<file path="config.mk">
export PLATFORM = sky130hd
export DESIGN_NAME = sorted_priority_queue
export DESIGN_NICKNAME = d
export VERILOG_FILES = /design/src/hw/rtl/spq_pkg.sv /design/src/hw/rtl/spq_cell.sv /design/src/hw/rtl/sorted_priority_queue.sv
export SDC_FILE = /design/constraint.sdc
export NUM_CORES = 1
export LEC_CHECK = 0
export ABC_AREA = 1
export BUFFER_PORTS_ARGS = -buffer_cell sky130_fd_sc_hd__buf_2
export CAP_MARGIN = 15
export CORE_MARGIN = 4
export CORE_UTILIZATION = 40
export DETAILED_ROUTE_END_ITERATION = 7
export HOLD_SLACK_MARGIN = 0.08
export SYNTH_ARGS = -nofsm -noshare
export SYNTH_HDL_FRONTEND = slang
export SYNTH_SLANG_ARGS = --single-unit
</file>
<file path="constraint.sdc">
create_clock -name clock -period 9.7 [get_ports clock]
set_clock_uncertainty 0.15 [all_clocks]
set_input_delay 1.94 -clock clock [delete_from_list [all_inputs] [get_ports clock]]
set_output_delay 1.94 -clock clock [all_outputs]
set_load 0.01 [all_outputs]
</file>
<file path="src/hw/rtl/spq_pkg.sv">
// Shared types and constants for the sorted priority queue.
package spq_pkg;

   localparam int DEPTH     = 16;
   localparam int PRIO_BITS = 8;
   localparam int CHAR_BITS = 8;
   localparam int COUNT_W   = $clog2(DEPTH + 1);
   localparam int CAP_W     = 5;

   typedef enum logic {
      OP_ENQUEUE = 1'b0,
      OP_DEQUEUE = 1'b1
   } op_type;

   typedef enum logic [1:0] {
      ST_DONE  = 2'd0,
      ST_FULL  = 2'd1,
      ST_EMPTY = 2'd2
   } status_type;

   typedef struct packed {
      logic [PRIO_BITS-1:0] prio;
      logic [CHAR_BITS-1:0] chr;
   } entry_type;

   // Broadcast to every cell of the chain
   typedef struct packed {
      logic      enq;
      logic      deq;
      entry_type new_entry;
   } cell_ctl_type;

endpackage

</file>
<file path="src/hw/rtl/spq_cell.sv">
// One slot of the sorted chain: holds an entry, shifts left or right with its neighbors.
module spq_cell import spq_pkg::*; (
   input  logic         clock,
   input  cell_ctl_type ctl,
   input  logic         occupied,
   input  logic         left_keep,
   input  entry_type    left_entry,
   input  entry_type    right_entry,
   output logic         keep,
   output entry_type    entry
);

   entry_type entry_ff;
   entry_type entry_in;

   // Stay in place when the new entry belongs behind this one
   assign keep = occupied && (entry_ff.prio <= ctl.new_entry.prio);

   always_comb begin
      entry_in = entry_ff;
      if (ctl.enq) begin
         if (keep) begin
            entry_in = entry_ff;
         end else if (left_keep) begin
            entry_in = ctl.new_entry;
         end else begin
            entry_in = left_entry;
         end
      end else if (ctl.deq) begin
         entry_in = right_entry;
      end
   end

   always_ff @(posedge clock) begin
      entry_ff <= entry_in;
   end

   assign entry = entry_ff;

endmodule

</file>
<file path="src/hw/rtl/sorted_priority_queue.sv">
// Top level of the sorted priority queue built from a chain of shifting cells.
// A response enters the output register the cycle after its request is accepted.
// One transaction per cycle unless responses stall; every cell compares and shifts together.
// Reset (synchronous): queue empty, capacity 16, no response pending; entry data not cleared.
// A request is taken while the response register is empty or being drained.
module sorted_priority_queue import spq_pkg::*; (
   input  logic                 clock,
   input  logic                 reset,
   // request channel
   input  logic                 req_valid,
   output logic                 req_ready,
   input  logic                 req_operation,
   input  logic [7:0]           req_entry_prio,
   input  logic [7:0]           req_entry_char,
   // response channel
   output logic                 rsp_valid,
   input  logic                 rsp_ready,
   output logic [7:0]           rsp_out_prio,
   output logic [7:0]           rsp_out_char,
   output logic [1:0]           rsp_status,
   output logic [4:0]           rsp_fill_count,
   // capacity register
   input  logic                 csr_wr_en,
   input  logic [CAP_W-1:0]     csr_wr_data
);

   localparam logic [COUNT_W-1:0] DEPTH_C = COUNT_W'(DEPTH);

   logic [CAP_W-1:0]   capacity_ff;
   logic [CAP_W-1:0]   capacity_in;
   logic [COUNT_W-1:0] count_ff;
   logic [COUNT_W-1:0] count_in;

   logic               rsp_valid_ff;
   logic               rsp_valid_in;
   logic [7:0]         rsp_prio_ff;
   logic [7:0]         rsp_prio_in;
   logic [7:0]         rsp_char_ff;
   logic [7:0]         rsp_char_in;
   status_type         rsp_status_ff;
   status_type         rsp_status_in;
   logic [COUNT_W-1:0] rsp_fill_ff;

   logic               accept;
   logic               is_deq;
   logic [COUNT_W-1:0] limit;
   logic               full;
   logic               empty;
   logic               do_enq;
   logic               do_deq;
   cell_ctl_type       ctl;

   entry_type          cell_entry [DEPTH];
   logic               cell_keep  [DEPTH];

   // Handshake: the response register frees up when it is empty or drained this cycle
   assign req_ready = !rsp_valid_ff || rsp_ready;
   assign accept    = req_valid && req_ready;
   assign is_deq    = (req_operation == OP_DEQUEUE);

   // Clamp capacity to the built depth; anything at or above the limit rejects enqueues
   assign limit = (COUNT_W'(capacity_ff) > DEPTH_C) ? DEPTH_C : COUNT_W'(capacity_ff);
   assign full  = (count_ff >= limit);
   assign empty = (count_ff == '0);

   assign do_enq = accept && !is_deq && !full;
   assign do_deq = accept && is_deq && !empty;

   assign ctl.enq            = do_enq;
   assign ctl.deq            = do_deq;
   assign ctl.new_entry.prio = req_entry_prio[PRIO_BITS-1:0];
   assign ctl.new_entry.chr  = req_entry_char;

   // Cell 0 is the head; an entry shifts right on enqueue and left on dequeue
   for (genvar i = 0; i < DEPTH; i++) begin : g_cell
      logic      occ;
      logic      lkeep;
      entry_type lentry;
      entry_type rentry;

      assign occ = (COUNT_W'(i) < count_ff);

      if (i == 0) begin : g_head
         assign lkeep  = 1'b1;
         assign lentry = ctl.new_entry;
      end else begin : g_body
         assign lkeep  = cell_keep[i-1];
         assign lentry = cell_entry[i-1];
      end

      if (i == DEPTH - 1) begin : g_tail
         assign rentry = '0;
      end else begin : g_mid
         assign rentry = cell_entry[i+1];
      end

      spq_cell u_cell (
         .clock       (clock),
         .ctl         (ctl),
         .occupied    (occ),
         .left_keep   (lkeep),
         .left_entry  (lentry),
         .right_entry (rentry),
         .keep        (cell_keep[i]),
         .entry       (cell_entry[i])
      );
   end

   // Capacity register
   always_comb begin
      capacity_in = capacity_ff;
      if (csr_wr_en) begin
         capacity_in = csr_wr_data;
      end
   end

   // Occupancy count
   always_comb begin
      count_in = count_ff;
      if (do_enq) begin
         count_in = count_ff + COUNT_W'(1);
      end else if (do_deq) begin
         count_in = count_ff - COUNT_W'(1);
      end
   end

   // Response payload; data fields are zero except on a completed dequeue
   always_comb begin
      rsp_prio_in   = '0;
      rsp_char_in   = '0;
      rsp_status_in = ST_DONE;
      if (is_deq) begin
         if (empty) begin
            rsp_status_in = ST_EMPTY;
         end else begin
            rsp_prio_in = 8'(cell_entry[0].prio);
            rsp_char_in = cell_entry[0].chr;
         end
      end else if (full) begin
         rsp_status_in = ST_FULL;
      end
   end

   // Hold the response until taken; load a new one on every accepted request
   always_comb begin
      rsp_valid_in = rsp_valid_ff;
      if (accept) begin
         rsp_valid_in = 1'b1;
      end else if (rsp_ready) begin
         rsp_valid_in = 1'b0;
      end
   end

   always_ff @(posedge clock) begin
      if (reset) begin
         capacity_ff  <= CAP_W'(16);
         count_ff     <= '0;
         rsp_valid_ff <= 1'b0;
      end else begin
         capacity_ff  <= capacity_in;
         count_ff     <= count_in;
         rsp_valid_ff <= rsp_valid_in;
      end
   end

   always_ff @(posedge clock) begin
      if (accept) begin
         rsp_prio_ff   <= rsp_prio_in;
         rsp_char_ff   <= rsp_char_in;
         rsp_status_ff <= rsp_status_in;
         rsp_fill_ff   <= count_in;
      end
   end

   assign rsp_valid      = rsp_valid_ff;
   assign rsp_out_prio   = rsp_prio_ff;
   assign rsp_out_char   = rsp_char_ff;
   assign rsp_status     = rsp_status_ff;
   assign rsp_fill_count = 5'(rsp_fill_ff);

   // Count never passes the built depth
   a_count_bound: assert property (@(posedge clock) disable iff (reset)
      count_ff <= DEPTH_C)
      else $error("entry count above depth");

   // A rejected enqueue leaves the count untouched
   a_full_hold: assert property (@(posedge clock) disable iff (reset)
      accept && !is_deq && full |=> $stable(count_ff))
      else $error("rejected enqueue changed count");

   // A completed dequeue drops the count by one
   a_deq_count: assert property (@(posedge clock) disable iff (reset)
      do_deq |=> count_ff == $past(count_ff) - COUNT_W'(1))
      else $error("dequeue count mismatch");

   // The two front cells stay in priority order
   a_sorted_head: assert property (@(posedge clock) disable iff (reset)
      count_ff >= COUNT_W'(2) |-> cell_entry[0].prio <= cell_entry[1].prio)
      else $error("head cells out of order");

   // An empty rejection always reports an empty queue
   a_empty_fill: assert property (@(posedge clock) disable iff (reset)
      rsp_valid_ff && rsp_status_ff == ST_EMPTY |-> rsp_fill_ff == '0)
      else $error("empty status with nonzero fill");

endmodule

</file>
==> results of run 1 <==
-- how the worst max path moves through the flow --
| stage | start | endpoint | slack, ns | cells after the start |
|---|---|---|---|---|
| finish | rsp_ready | g_cell[4].u_cell.entry[5] | 4.71 | 7 |
| global route | rsp_ready | g_cell[14].u_cell.entry[4] | 4.48 | 10 |
| CTS | rsp_ready | g_cell[4].u_cell.entry[1] | 4.78 | 7 |
| detailed placement | rsp_ready | g_cell[4].u_cell.entry[10] | 4.17 | 7 |
| global placement | rsp_ready | g_cell[1].u_cell.entry[13] | 4.32 | 7 |
| floorplan | req_entry_prio[3] | g_cell[14].u_cell.entry[0] | 5.17 | 9 |
-- logic make-up (layout without fill, tap and decap cells) --
logic type / count (synthesis) / in the layout
flops: 290 / 290
simple gates: 1521 / 1521
compound gates: 115 / 115
buf+inv: 396 / 434
xor+xnor: 5 / 5
fa+ha+maj: 136 / 136
-- power by group through the flow --
stage | clock (W) | combinational, W | sequential, W
after floorplan | 0 | 0.000634 | 0.00170
after global placement | 0 | 0.000846 | 0.00175
after detailed placement | 0 | 0.000867 | 0.00175
after CTS | 0.00124 | 0.000872 | 0.00172
after global routing | 0.00129 | 0.00102 | 0.00174
final | 0.00122 | 0.000878 | 0.00172
-- cell usage in the layout, fill, tap and decap left out, types with 2 or more instances in the layout --
| cell type | synthesis | layout |
|---|---|---|
| nand2_2 | 30 | 30 |
| nand3_1 | 22 | 22 |
| inv_1 | 304 | 304 |
| xor2_1 | 4 | 4 |
| o21ai_1 | 5 | 4 |
| clkinv_2 | 0 | 4 |
| dfxtp_1 | 11 | 11 |
| a31oi_1 | 3 | 3 |
| clkbuf_16 | 0 | 36 |
| buf_4 | 5 | 12 |
| o21ai_0 | 25 | 25 |
| a21oi_1 | 64 | 64 |
| buf_2 | 38 | 51 |
| buf_16 | 0 | 2 |
| inv_6 | 0 | 2 |
| ha_1 | 136 | 136 |
| nand4_1 | 15 | 15 |
| nor2_1 | 92 | 92 |
| edfxtp_1 | 279 | 279 |
| inv_2 | 4 | 4 |
| nand2_4 | 5 | 5 |
| nand2_1 | 1354 | 1354 |
| clkinv_1 | 0 | 6 |
| o21a_1 | 2 | 2 |
| clkbuf_1 | 34 | 10 |
| a21o_1 | 14 | 14 |
-- routing by layer --
| layer | track usage (%) | vias up | wire (microns) |
|---|---|---|---|
| met4 | 7.70 | 0 | 2020 |
| met1 | 28.9 | 7362 | 24000 |
| met3 | 4.45 | 122 | 3600 |
| met2 | 35.7 | 490 | 25600 |
| li1 | - | 7682 | - |
| met5 | 0 | - | 0 |
-- critical path: stages --
cell and delay (ns):
buf_2 0.08, inv_2 0.03, nand2_2 0.06, nand2_1 0.08
inv_1 0.67, nand3_1 1.05, nand2_1 1.06
-- state kept, by name, summed over array words and instances (netlist names) --
| register | count |
|---|---|
| capacity_ff | 5 |
| rsp_out_prio | 8 |
| g_cell.u_cell.entry | 256 |
| rsp_valid | 1 |
| rsp_out_char | 8 |
| rsp_status | 2 |
| count_ff | 5 |
| rsp_fill_count | 5 |
-- cell type report --
class,count,area [sq um],share of cell area [%]
clock inverter,13,76.3,0.377
sequential,290,8600,42.5
timing repair buffer,65,400,1.98
multi-input combinational,1777,8280,41.0
tap,600,751,3.71
clock buffer,47,952,4.71
inverter,309,1160,5.75
-- metrics by stage --
step,utilization (%),total power (W),setup WS [ns]
after detailed placement,42.0,0.00262,4.17
after global routing,44.4,0.00405,4.48
after floorplan,-,0.00234,5.17
after global placement,42.0,0.00259,4.32
final,44.4,0.00383,4.71
after CTS,44.2,0.00384,4.78
==> summary.md, run 1 <==
| Metric | Value |
|---|---|
| Gr usage total | `21.8%` |
| Cts bufs inserted | `35` |
| Crit Path Max Fanout | `24` |
| Pint | `0.00258 W` |
| First-pass GRT wire length | `86,000 microns` |
| Via count | `15,700` |
| Die span in y | `223 microns` |
| Largest net degree at the start of global routing | `115` |
| Slew @ Worst Pin | `1.21 ns` |
| Final setup violation count | `0` |
| Clock Sinks | `290` |
| Max cap viols | `0` |
| WHS Path Cells | `2` |
| Post-synthesis cell count | `2,463` |
| Area growth syn-to-layout | `9.40%` |
| Share of layout cells above drive strength 1 | `6.08%` |
| Top_reg_cell synth | `edfxtp_1` |
| Clk_lat worst skew | `0.56 ns` |
| Warnings from Yosys | `0` |
| Finished Layout Cells | `3,101` |
| Worst r2r src | `capacity_ff[1]` |
| Gp weighted congestion | `0.843` |
| Syn_area_per_cell | `7.50 sq um` |
| Core area | `45,600 sq um` |
| Total negative slack | `0 ns` |
| Worst Path Required | `9.71 ns` |
| Pwr Density | `189 nW/um^2` |
| Post-cts sizing count | `0` |
| R2R Setup Slk | `5.37 ns` |
| Final worst-path cycle share | `51.4%` |
| Wirelength, routed | `55,200 microns` |
| Placed insts | `3,039` |
| Starting density of the core | `40.6%` |
| Seq/Total Area, Yosys | `46.5%` |
| CTS tree | `yes` |
| Final Hold Vio Count | `0` |
| CTS clk-pin slew, worst paths | `0.06 ns` |
| Minimum hold slack | `0.341 ns` |
| Adder-Cell Fraction of Synth Area | `9.21%` |
| HPWL Detailed | `38,500 microns` |
| CTS H-tree depth | `2` |
| Diode count | `0` |
| Initial DRC Count | `1,454` |
| Top post-synthesis cells by area | `edfxtp_1 (45%), nand2_1 (27%), ha_1 (9.2%), inv_1 (6.2%), nor2_1 (1.9%)` |
| R2r endpoint | `g_cell[4].u_cell.entry[5]` |
| DR pass1 iterations | `5` |
| Synth Area in Compound Gates | `3.39%` |
| Post-synthesis mux area share | `0%` |
| CP Class | `in -> reg` |
| Final Cell Area | `20,200 sq um` |
| Vias per inst | `5.05` |
| Fin crit period | `4.99 ns` |
| IO Pins | `52` |
| Vias in the first global route | `15,500` |
| Clock Tree Root | `clkbuf_16` |
| Post-synth EDFFs | `279` |
| Input/output buffers | `51` |
| HP Class | `reg -> reg` |
| Largest family of logic cells by synthesized area | `simple AND/OR/NAND/NOR gates` |
| Peak VDD IR | `0.149 mV` |
| Synth cell types | `30` |
| Run status | `finished clean` |
| Final Max Tran Viols | `0` |
| Critical path arrival | `5.00 ns` |
| Crit end category | `flip-flop` |
| CP startpoint kind | `primary input` |
| Most frequent cells after synthesis | `nand2_1 (1,354), inv_1 (304), edfxtp_1 (279)` |
| Async set-reset flop share out of synthesis | `0%` |
| DRC Markers | `0` |
| Seq pwr share | `45.1%` |
| Psw | `0.00125 W` |
| Hold Path Sink | `capacity_ff[0]` |
| Area share of the largest cell type after synthesis | `45.3%` |
| Yosys top cell by area | `edfxtp_1` |
| Post-Place Cell Area | `19,100 sq um` |
| Die area | `49,700 sq um` |
| Worst r2r path cells | `9` |
| Hold path startpoint | `capacity_ff[0]` |
| Antenna Nets Post-Route | `0` |
| RSZ-0062 raised after global routing | `false` |
| Max Freq | `0.201 GHz` |
| XOR/XNOR Fraction of Synth Area | `0.237%` |
| Clock tree buffer depth | `3` |
| Syn_nets | `2,626` |
| Row cnt | `78` |
| Post-synthesis cell area | `18,500 sq um` |
| Combinational power share | `22.9%` |
| Relative slew slack | `19.0%` |
| Clock network power share | `32.0%` |
| Number of post-CTS setup repair buffers | `0` |
| DR WL/cell | `17.8 microns` |
| Filler instances | `4,614` |
| NumNets Final | `2,641` |
| Die X | `223 microns` |
| Synth Register Bits | `290` |
| Top-count cell post-synth | `nand2_1` |
| Cts hold-fix bufs | `0` |
| Grt ovf | `0` |
| Initial antenna violation count | `0` |
| Switching share of power | `32.6%` |
| Pleak | `11.5 nW` |
| Synth Area in Simple Gates | `31.9%` |
No activity file was read; power rests on OpenSTA's default activity.
==> run 2: changes to the inputs <==
==> constraint.sdc (replaced) <==
create_clock -name clock -period 4.3 [get_ports clock]
set_clock_uncertainty 0.15 [all_clocks]
set_input_delay 0.86 -clock clock [delete_from_list [all_inputs] [get_ports clock]]
set_output_delay 0.86 -clock clock [all_outputs]
set_load 0.01 [all_outputs]
==> run 2 against run 1 <==
  * Non-clock buffer count increased by 38
  * Sequential power increased by 130%
  * Count of clock-buffer cells in the layout decreased by 3
  * Die area unchanged
  * Clock power increased by 130%
  * Wire length decreased by 2.0%
  * Combinational power increased by 130%
  * Hold slack got worse by 0.012 ns
  * First-iteration DRC count decreased by 17%
  * Cell area increased by 1.4%
==> summary.md, run 2 (synthesis results as in run 1) <==
| Metric | Value |
|---|---|
| Run status | `finished clean` |
| Max cap viols | `0` |
| Clock Sinks | `290` |
| Via count | `15,700` |
| Grt ovf | `0` |
| Worst path slowest cell | `nand2_1` |
| Psw | `0.00279 W` |
| Vias per inst | `5.02` |
| Post-cts sizing count | `0` |
| Slew @ Worst Pin | `1.27 ns` |
| Total negative slack | `0 ns` |
| Die X | `223 microns` |
| Critical path arrival | `3.63 ns` |
| Relative slew slack | `15.4%` |
| Pwr Density | `422 nW/um^2` |
| Final worst-path cycle share | `84.2%` |
| Antenna Nets Post-Route | `0` |
| CP startpoint kind | `flip-flop` |
| Input/output buffers | `51` |
| Gr usage total | `21.4%` |
| Clk_lat worst skew | `0.53 ns` |
| Cts bufs inserted | `34` |
| RSZ-0062 raised after global routing | `false` |
| Filler instances | `4,545` |
| Largest net degree at the start of global routing | `229` |
| Crit Path Max Fanout | `37` |
| Minimum hold slack | `0.330 ns` |
| Cts hold-fix bufs | `0` |
| Initial DRC Count | `1,210` |
| CP dominant cell by count | `nand2_1` |
| Area growth syn-to-layout | `10.9%` |
| Worst Path Required | `4.31 ns` |
| Fin crit period | `3.62 ns` |
| HP Class | `reg -> reg` |
| HPWL Detailed | `37,900 microns` |
| Slowest stage delay, CP | `0.62 ns` |
| Pleak | `11.7 nW` |
| DR pass1 iterations | `5` |
| Final Hold Vio Count | `0` |
| Crit end category | `flip-flop` |
| IO Pins | `52` |
| Initial antenna violation count | `2` |
| Core area | `45,600 sq um` |
| NumNets Final | `2,678` |
| Max Freq | `0.276 GHz` |
| Crit-path cells | `o41ai_1, nand2_1, ha_1, a21oi_1, o21a_1, nand3_4, inv_4, nand2_2, nand2_1` |
| Peak VDD IR | `0.277 mV` |
| Wirelength, routed | `54,100 microns` |
| Final setup violation count | `0` |
| Pint | `0.00586 W` |
| Share of layout cells above drive strength 1 | `7.52%` |
| Die span in y | `223 microns` |
| Vias in the first global route | `15,400` |
| Gp weighted congestion | `0.868` |
| Row cnt | `78` |
| Clock tree buffer depth | `3` |
| Max reg flops | `256` |
| CP Class | `reg -> reg` |
| Area of the multi-input gates | `8280 sq um` |
| CTS H-tree depth | `2` |
| Final Max Tran Viols | `0` |
| DRC Markers | `0` |
| First-pass GRT wire length | `84,700 microns` |
| FF/Latch Area | `8600 sq um` |
| CTS clk-pin slew, worst paths | `0.06 ns` |
| Starting density of the core | `40.6%` |
| Commonest cells after routing, fill and taps aside | `nand2_1 (1,354), inv_1 (304), edfxtp_1 (279)` |
| Combinational power share | `23.2%` |
| Leading cell type in the layout, fill and taps excluded | `nand2_1` |
| DR WL/cell | `17.2 microns` |
| Switching share of power | `32.2%` |
| Number of post-CTS setup repair buffers | `0` |
| CTS tree | `yes` |
| Seq pwr share | `44.9%` |
| Die area | `49,700 sq um` |
| Clock network power share | `31.9%` |
| Clock Tree Root | `clkbuf_16` |
[run 2: cell types whose count changed in the layout (fill, tap and decap cells not counted), sizes merged]
cell	change
buf	+38
inv	-1
bufinv	+1
clkbuf	-3
diode	+1
clkinv	+3
[run 2: final timing paths]
| path | to | slack (ns) | startpoint | cells after the start |
|---|---|---|---|---|
| max | g_cell[0].u_cell.entry[7] | 0.68 | capacity_ff[0] | 9 |
| min | capacity_ff[0] | 0.33 | capacity_ff[0] | 2 |
| max reg2reg | g_cell[0].u_cell.entry[7] | 0.68 | capacity_ff[0] | 9 |
| min reg2reg | capacity_ff[0] | 0.33 | capacity_ff[0] | 2 |
[run 2: power by group through the flow]
stage	Clock, W	Sequential, W	Combinational [W]
after CTS	0.00281	0.00388	0.00200
final	0.00276	0.00388	0.00201
after global routing	0.00293	0.00392	0.00231
after global placement	0	0.00394	0.00193
after floorplan	0	0.00384	0.00143
after detailed placement	0	0.00394	0.00199
[run 2: final cells by class]
class | count | area share [%]
diodes | 1 | 0.0122
multi-input cells | 1777 | 40.4
repair buffers | 103 | 3.33
flip-flops and latches | 290 | 41.9
clock buffers | 44 | 4.49
inverters | 309 | 5.67
well taps | 600 | 3.66
clock inverters | 16 | 0.507
[run 2: metal layers]
layer | track usage [%] | vias up | part of all wire, %
li1 | - | 7760 | -
met1 | 29.1 | 7409 | 44
met2 | 34.7 | 442 | 46
met3 | 3.49 | 137 | 6.3
met4 | 7.62 | 0 | 3.6
met5 | 0 | - | 0
[run 2: stage by stage]
stage | std cells | instance area, sq um | power, W | setup WS [ns] | util [%]
floorplan | 2463 | 18500 | 0.00527 | 0.843 | -
global placement | 3079 | 19500 | 0.00587 | 0.787 | 42.7
detailed placement | 3079 | 19500 | 0.00593 | 0.689 | 42.7
CTS | 3139 | 20500 | 0.00869 | 0.665 | 45.0
global route | 3139 | 20500 | 0.00916 | 0.434 | 45.0
finish | 3140 | 20500 | 0.00865 | 0.679 | 45.0
[run 2: critical path: cells and delay by family, from the launching register on]
kind / cells / cell delay (ns)
buffers and inverters: 1 / 0.39
DFF: 1 / 0.32
adders and majority gates: 1 / 0.32
AOI/OAI and AO/OA: 3 / 0.90
and+or+nand+nor: 4 / 1.16
==> run 3: changes to the inputs <==
--- a/config.mk
+++ b/config.mk
@@ -5,7 +5,7 @@
 export SDC_FILE = /design/constraint.sdc
 export NUM_CORES = 1
 export LEC_CHECK = 0
-export ABC_AREA = 1
+export ABC_AREA = 0
 export BUFFER_PORTS_ARGS = -buffer_cell sky130_fd_sc_hd__buf_2
 export CAP_MARGIN = 15
 export CORE_MARGIN = 4
==> constraint.sdc (replaced) <==
create_clock -name clock -period 3.6 [get_ports clock]
set_clock_uncertainty 0.15 [all_clocks]
set_input_delay 0.72 -clock clock [delete_from_list [all_inputs] [get_ports clock]]
set_output_delay 0.72 -clock clock [all_outputs]
set_load 0.01 [all_outputs]
==> run 3 against run 2 <==
  * Setup slack got worse by 0.34 ns
  * Synthesized cell count down 21%
  * Final cell count decreased by 17%
  * Die area is 5.1% higher
  * Sequential power rose by 19%
  * Global-route usage is 3.2 points higher
  * Via count is 10% higher
  * Combinational power rose by 34%
  * Critical endpoint is now g_cell[3].u_cell.entry[5]
  * Largest power group unchanged
==> summary.md, run 3 <==
| Metric | Value |
|---|---|
| Run status | `finished clean` |
| Synth cell types | `51` |
| Cts hold-fix bufs | `0` |
| Die area | `52,300 sq um` |
| Async set-reset flop share out of synthesis | `0%` |
| Critical path arrival | `3.49 ns` |
| Commonest cells after routing, fill and taps aside | `edfxtp_1 (279), nor2_1 (250), o31ai_1 (224), a31oi_1 (224), ha_1 (136)` |
| Gp weighted congestion | `0.940` |
| Synth Register Bits | `290` |
| Pleak | `7.72 nW` |
| DR WL/cell | `25.7 microns` |
| HPWL Detailed | `47,300 microns` |
| Post-cts sizing count | `0` |
| Syn_nets | `2,120` |
| CTS H-tree depth | `2` |
| CP startpoint kind | `primary input` |
| Clock Tree Root | `clkbuf_16` |
| CTS clk-pin slew, worst paths | `0.06 ns` |
| Share of layout cells above drive strength 1 | `18.1%` |
| Total power | `0.0108 W` |
| Relative slew slack | `24.8%` |
| Core area | `47,900 sq um` |
| Cts bufs inserted | `35` |
| Final worst-path cycle share | `90.5%` |
| Die X | `229 microns` |
| R2R Setup Slk | `0.52 ns` |
| Clock tree buffer depth | `3` |
| Max Freq | `0.307 GHz` |
| Clock Sinks | `290` |
| Final Hold Vio Count | `0` |
| Initial DRC Count | `2,148` |
| Leading cell type in the layout, fill and taps excluded | `edfxtp_1` |
| Crit Path Max Fanout | `29` |
| Pwr Density | `487 nW/um^2` |
| Fin crit period | `3.26 ns` |
| Vias per inst | `6.65` |
| Input/output buffers | `51` |
| Gr usage total | `24.6%` |
| Max cap viols | `0` |
| CP Class | `in -> reg` |
| Clk_lat worst skew | `0.56 ns` |
| Worst Path Required | `3.83 ns` |
| Via count | `17,300` |
| First-pass GRT wire length | `101,000 microns` |
| Top post-synthesis cells by area | `edfxtp_1 (43%), ha_1 (8.7%), o31ai_1 (8.6%), a31oi_1 (7.3%), nor2_1 (4.8%)` |
| Slew @ Worst Pin | `1.13 ns` |
| Antenna Nets Post-Route | `0` |
| IO Pins | `52` |
| DRC Markers | `0` |
| Final Max Tran Viols | `0` |
| Max reg flops | `256` |
| Post-Place Cell Area | `20,900 sq um` |
| Die span in y | `229 microns` |
| Final setup violation count | `0` |
| Yosys top cell by area | `edfxtp_1` |
| Post-synth EDFFs | `279` |
| Largest net degree at the start of global routing | `166` |
| Peak VDD IR | `0.305 mV` |
| Row cnt | `80` |
| Crit end category | `flip-flop` |
| Seq/Total Area, Yosys | `44.2%` |
| Grt ovf | `0` |
| Top-count cell post-synth | `edfxtp_1` |
| Warnings from Yosys | `0` |
| DR pass1 iterations | `5` |
| Area growth syn-to-layout | `13.6%` |
| Top_reg_cell synth | `edfxtp_1` |
| Final Cell Area | `22,100 sq um` |
| Number of post-CTS setup repair buffers | `0` |
| Vias in the first global route | `16,100` |
| Starting density of the core | `40.6%` |
| Most frequent cells after synthesis | `edfxtp_1 (279), nor2_1 (250), a31oi_1 (226)` |
| Wirelength, routed | `67,100 microns` |
| Area share of the largest cell type after synthesis | `43.0%` |
| RSZ-0062 raised after global routing | `false` |
| Post-synthesis cell count | `1,957` |
| Syn_area_per_cell | `9.95 sq um` |
| Post-synthesis cell area | `19,500 sq um` |
| NumNets Final | `2,128` |
| HP Class | `in -> reg` |
| CTS tree | `yes` |
| Initial antenna violation count | `1` |
[run 3: changes by cell type in the layout (fill, tap and decap cells not counted), sizes merged, moves of 75 or more]
| cell | previous run | this run |
|---|---|---|
| nand2 | 1389 | 79 |
| inv | 310 | 31 |
| a31oi | 3 | 227 |
| o31ai | 0 | 224 |
| nor2 | 93 | 250 |
| or4b | 0 | 91 |
| or4 | 0 | 78 |
| buf | 103 | 178 |
[run 3: stage by stage]
stage | instances | hold WS, ns | utilization [%] | TNS (ns) | worst slack, ns
2_1_floorplan | 1957 | 0.302 | - | 0 | 0.0219
3_3_place_gp | 2537 | 0.321 | 43.7 | -11.83 | -0.178
3_5_place_dp | 2537 | 0.341 | 43.7 | -20.87 | -0.288
4_1_cts | 2599 | 0.213 | 45.9 | 0 | 0.293
5_1_grt | 2605 | 0.248 | 46.1 | 0 | 0.0797
6_report | 2606 | 0.232 | 46.1 | 0 | 0.342
[run 3: layout make-up]
| class | instances | area, sq um |
|---|---|---|
| inverters | 30 | 113 |
| multi-input cells | 1429 | 10000 |
| repair buffers | 179 | 1540 |
| clock buffers | 42 | 933 |
| well taps | 615 | 769 |
| clock inverters | 20 | 155 |
| diodes | 1 | 2.50 |
| flip-flops and latches | 290 | 8600 |
| fillers | 4359 | 25800 |
[run 3: power by group]
part	leakage [nW]	internal, W	total, W	switching [W]
Combinational	4.47	0.000936	0.00269	0.00176
Clock	0.540	0.00199	0.00346	0.00147
Sequential	2.71	0.00427	0.00462	0.000358
[run 3: kinds of logic (layout without fill, tap and decap cells)]
family | Yosys count | after routing | share of synthesized area [%]
AO/OA/AOI/OAI | 607 | 607 | 21.2
XOR/XNOR | 2 | 2 | 0.0900
adder cells (fa/ha/maj) | 136 | 136 | 8.74
buffers and inverters | 238 | 271 | 5.37
flip-flops | 290 | 290 | 44.2
multiplexers | 23 | 23 | 1.20
other | 0 | 1 | 0
AND/OR/NAND/NOR | 661 | 661 | 19.3
[run 3: critical path, stage by stage]
cell and delay, ns:
buf_2 0.11, inv_1 0.07, buf_12 0.16, buf_4 0.19
ha_1 0.30, nand4_1 0.25, nor2_1 0.46, a21oi_2 0.15
buf_12 0.20, or4b_2 0.66, a31oi_1 0.21
[run 3: final timing paths]
| check | startpoint | endpoint | cells after the start |
|---|---|---|---|
| setup / recovery | req_entry_prio[5] | g_cell[3].u_cell.entry[5] | 11 |
| hold / removal | csr_wr_data[4] | capacity_ff[4] | 3 |
| setup reg to reg | count_ff[3] | g_cell[8].u_cell.entry[2] | 7 |
| hold reg to reg | capacity_ff[2] | capacity_ff[2] | 2 |
[run 3: metal layers]
| metal | vias up | part of all wire [%] | global-route usage, % |
|---|---|---|---|
| met5 | - | 0 | 0 |
| met4 | 0 | 3.8 | 9.17 |
| met3 | 155 | 8.0 | 3.71 |
| met2 | 797 | 45 | 38.5 |
| met1 | 8506 | 43 | 34.6 |
| li1 | 7884 | - | - |
